$ cat src/hw/rtl/bmft_pkg.sv
// Shared types and constants for the block-mapped flash translation core.
package bmft_pkg;

  localparam int LBA_W      = 16;
  localparam int PAGE_BITS  = 6;                       // 64 pages per group
  localparam int GRP_W      = LBA_W - PAGE_BITS;
  localparam int MAX_GROUPS = 1 << GRP_W;              // groups an lba can name
  localparam int ADDR_W     = 32;
  localparam int MASK_W     = 1 << PAGE_BITS;
  localparam int ENTRY_W    = ADDR_W + MASK_W;         // {base, written mask}
  localparam int STAT_W     = 2;

  localparam logic [STAT_W-1:0] STAT_READ     = 2'd0;
  localparam logic [STAT_W-1:0] STAT_MARKED   = 2'd1;
  localparam logic [STAT_W-1:0] STAT_REMAPPED = 2'd2;
  localparam logic [STAT_W-1:0] STAT_RANGE    = 2'd3;

  // controller -> datapath
  typedef struct packed {
    logic init_step;   // write one entry of the clearing pass
    logic load_req;    // capture request, launch table read
    logic exec;        // resolve request, write back, load result
  } cmd_t;

  // datapath -> controller
  typedef struct packed {
    logic init_last;   // clearing pass is at its last entry
    logic out_busy;    // result register holds a result not yet taken
  } sts_t;

endpackage

$ cat src/hw/rtl/bmft_ctrl.sv
// Sequencing FSM: clearing pass, request accept, execute/write-back.
module bmft_ctrl (
  input  logic           clk,
  input  logic           rst_n,
  input  logic           in_tvalid,
  output logic           in_tready,
  input  bmft_pkg::sts_t sts,
  output bmft_pkg::cmd_t cmd
);
  import bmft_pkg::*;

  typedef enum logic [2:0] {
    S_INIT = 3'b001,
    S_IDLE = 3'b010,
    S_EXEC = 3'b100
  } state_t;

  state_t state_r, state_nxt;

  always_comb begin
    state_nxt = state_r;
    cmd       = '0;
    in_tready = 1'b0;
    case (state_r)
      S_INIT: begin
        cmd.init_step = 1'b1;
        if (sts.init_last) begin
          state_nxt = S_IDLE;
        end
      end
      S_IDLE: begin
        in_tready = 1'b1;
        if (in_tvalid) begin
          cmd.load_req = 1'b1;
          state_nxt    = S_EXEC;
        end
      end
      S_EXEC: begin
        // hold until the result register can take the new result
        if (!sts.out_busy) begin
          cmd.exec  = 1'b1;
          state_nxt = S_IDLE;
        end
      end
      default: begin
        state_nxt = S_INIT;
      end
    endcase
  end

  always_ff @(posedge clk) begin
    if (!rst_n) begin
      state_r <= S_INIT;
    end else begin
      state_r <= state_nxt;
    end
  end

  a_accept_then_exec: assert property (@(posedge clk) disable iff (!rst_n)
    (in_tvalid && in_tready) |=> (state_r == S_EXEC))
    else $error("accepted request did not move to execute");

  a_no_accept_in_init: assert property (@(posedge clk) disable iff (!rst_n)
    (state_r == S_INIT) |-> !cmd.load_req && !cmd.exec)
    else $error("request handled during clearing pass");

endmodule

$ cat config.mk
export PLATFORM = sky130hd
export DESIGN_NAME = bmft_ctrl
export DESIGN_NICKNAME = d
export VERILOG_FILES = /design/src/hw/rtl/bmft_pkg.sv /design/src/hw/rtl/bmft_ctrl.sv
export SDC_FILE = /design/constraint.sdc
export NUM_CORES = 1
export LEC_CHECK = 0
export BUFFER_PORTS_ARGS = -buffer_cell sky130_fd_sc_hd__buf_2
export CORE_AREA = 2 2 39 41
export CTS_CLUSTER_DIAMETER = 40
export DETAILED_ROUTE_END_ITERATION = 6
export DIE_AREA = 0 0 41 43
export PLACE_DENSITY_LB_ADDON = 0.2
export SYNTH_ARGS = -nofsm -noshare
export SYNTH_HDL_FRONTEND = slang
export SYNTH_SLANG_ARGS = --single-unit
$ cat constraint.sdc
create_clock -name clk -period 1.1 [get_ports clk]
set_clock_uncertainty 0.05 [all_clocks]
set_input_delay 0.055 -clock clk [delete_from_list [all_inputs] [get_ports clk]]
set_output_delay 0.055 -clock clk [all_outputs]
set_load 0.02 [all_outputs]
==> out/results.ini <==
[floorplanning]
row_count=14
start_util=0.133
io_pins=9
coreArea_sq_um=1380
dieArea_sq_um=1760
die_w_um=41
dieHeight_um=43

[sta]
slew_violations=0
rsz0062_at_grt=true
fmax_mhz=845
fin_crit_sh=1.08
min_period_ns=1.18
setup_slack_ns=-0.0839
max_slew_margin=0.820
worstMarginPinSlew_ns=0.267
hold_viol=0
finalSetupViolations=2

[critical_path]
crit_path_end_kind=output port
cp_cell_sequence=nor4b_4 > buf_4
arrival_ns=1.08
critPathBufInv=1
ff2ff_path_depth=3
crit_path_start_kind=flip-flop
cp-startpoint=state_r[0]$_SDFFE_PN1P_
worstSetupPathType=flip-flop to output port
endpoint=cmd[0]
slowest_stage=dfxtp_4
worstReg2RegStart=state_r[1]$_SDFFE_PN0P_
crit_cells=2
crit_path_max_fanout=6
rrSetupSlack_ns=0.02
max_stage_delay_ns=0.36
required_ns=1.00
timing.rr.end=state_r[0]$_SDFFE_PN1P_
critPathTopFamily=flip-flops

[power_and_ir_drop]
p_seq_frac=0.322
p_total_w=0.000390
p_clk_frac=0.502
p_switching_w=0.000102
ir_drop_mv=0.363
p_leak_nw=0.141
p_sw_frac=0.260
p_comb_frac=0.176
powerDensity_nw_per_um2=1070
p_int_w=0.000289

[placement]
finalWeightedCongestion=0.666
placed_area_sq_um=269
dp_hpwl_um=382
io_buffers=8

[route]
drt-pass1-iter-count=4
route.detailed.drc=0
dr_total_vias=225
ant_nets=0
wl_per_cell_um=10.6
wl_um=553
viasPerCell=4.33
first_iter_violations=5

[yosys]
syn_nets=23
synth_area_sq_um=184
syn_avg_cell_area_sq_um=10.2
netlist_instances=18
ys_ff_latch=3
synthAdderAreaFrac=0
yosysSeqAreaShare=0.327
synth_top_family_by_area=simple AND/OR/NAND/NOR gates
yosys-mux-area-fraction=0
synth_compound_area_frac=0.150
yosysWarnings=0
yosys.area_share.simple=0.524
synth.distinct_cells=15
synthXorXnorAreaFrac=0

[grt]
grt_max_degree=8
antenna_found_initial=0
grt_pass1_vias=219
grt_use_total=0.0792
grt_pass1_wl_um=890
grt_overflow=0

[clock_tree]
cts_root_buffer=clkbuf_4
cts-htree-levels=1
cts_buffers=3
clk-insertion-delay-late_ns=0.23
cts_sinks=3
cts_tree=built
clk_path_buf_depth=2
clkTransAtPathRegs_ns=0.04

[layout]
layout-drive-gt1-share=0.639
final_util=0.263
largest_reg_flops=3
final_cell_area_sq_um=364
top_regs=state_r: 3 flops
seq_area_sq_um=71.3
final_nets=42
regMostFlops=state_r
multi_input_area_sq_um=146
antenna_cells=0
fillers=158
syn2layout_area_growth_pct=98.0

[outcome]
violations=negative setup slack
status=finished, violations left

[hold_path]
hold_path.class=input pin to flip-flop
worstHoldStart=in_tvalid

[flow_run]
maxCapViolations=0

## logic make-up after synthesis
family           after synthesis
AND/OR/NAND/NOR               11
flip-flops                     3
AO/OA/AOI/OAI                  4
## placed cells by master, fill, tap and decap left out, drive strengths merged
cell type    count
nor4bb           1
nor2b            1
and2             1
nor4b            2
o31a             1
dfxtp            3
nand2b           1
nand3b           2
buf             12
o21ai            1
clkbuf           5
a21oi            1
and3b            1
dlygate4sd3      1
nor3b            2
o311ai           1
## layout make-up
class                           instances  share of cell area
Timing Repair Buffer                   14               0.275
Multi-Input combinational cell         15               0.402
Tap cell                               16              0.0550
Sequential cell                         3               0.196
Clock buffer                            4              0.0722
## tightest hold or removal path: cells and delay by family
family | cells | cell delay [ns]
buffers and inverters | 1 | 0.11
AO/OA/AOI/OAI | 1 | 0.06
AND/OR/NAND/NOR | 1 | 0.08
## cell usage after synthesis
library cell  number  area [sq um]
a21oi_1            1          5.00
and2_1             1          6.26
and3b_1            1          8.76
dfxtp_1            3          60.1
nand2b_1           1          6.26
nand3b_1           2          15.0
nor2b_1            1          6.26
nor3b_1            1          7.51
nor3b_2            1          12.5
nor4b_1            1          8.76
nor4b_2            1          15.0
nor4bb_1           1          10.0
o21ai_0            1          5.00
o311ai_1           1          8.76
o31a_1             1          8.76
## repair_timing
| item | CTS | global route |
|---|---|---|
| endpoints found under the setup margin | 5 | 6 |
| pin swaps | 2 | 2 |
| buffers inserted | 4 | 0 |
| hold buffers | 1 | 0 |
| endpoints found under the hold margin | 1 | 0 |
| resized for setup | 11 | 4 |
## metrics by stage
stage               std cells  setup slack (ns)  hold slack, ns  setup TNS (ns)
floorplan                  18           -0.0556          0.0834          -0.105
global placement           43           0.00102           0.227               0
detailed placement         43           -0.0268           0.230         -0.0425
CTS                        52            -0.103          0.0691          -0.269
global route               52            -0.123           0.105          -0.318
finish                     52           -0.0839          0.0708          -0.157
## worst min-delay path by stage
stage	depth (start not counted)	slack, ns	endpoint
after floorplan	1	0.08	state_r[0]$_SDFFE_PN1P_
after global placement	2	0.23	state_r[0]$_SDFFE_PN1P_
after detailed placement	2	0.23	state_r[0]$_SDFFE_PN1P_
after CTS	3	0.07	state_r[2]$_SDFFE_PN0P_
after global routing	3	0.10	state_r[2]$_SDFFE_PN0P_
final	3	0.07	state_r[2]$_SDFFE_PN0P_
## power groups by stage
stage | registers (W) | logic (W) | clock network, W
3_5_place_dp | 0.000134 | 0.0000497 | 0
3_3_place_gp | 0.000134 | 0.0000495 | 0
5_1_grt | 0.000126 | 0.0000755 | 0.000210
2_1_floorplan | 0.000130 | 0.0000312 | 0
4_1_cts | 0.000125 | 0.0000678 | 0.000207
6_report | 0.000126 | 0.0000687 | 0.000196
## layer usage
| layer | global-route usage | part of all wire |
|---|---|---|
| met5 | 0 | 0 |
| met4 | 0.0600 | 0 |
| met3 | 0.0366 | 0.067 |
| met2 | 0.116 | 0.54 |
| met1 | 0.0831 | 0.39 |
Note: power is estimated with default switching activity, not from simulation.
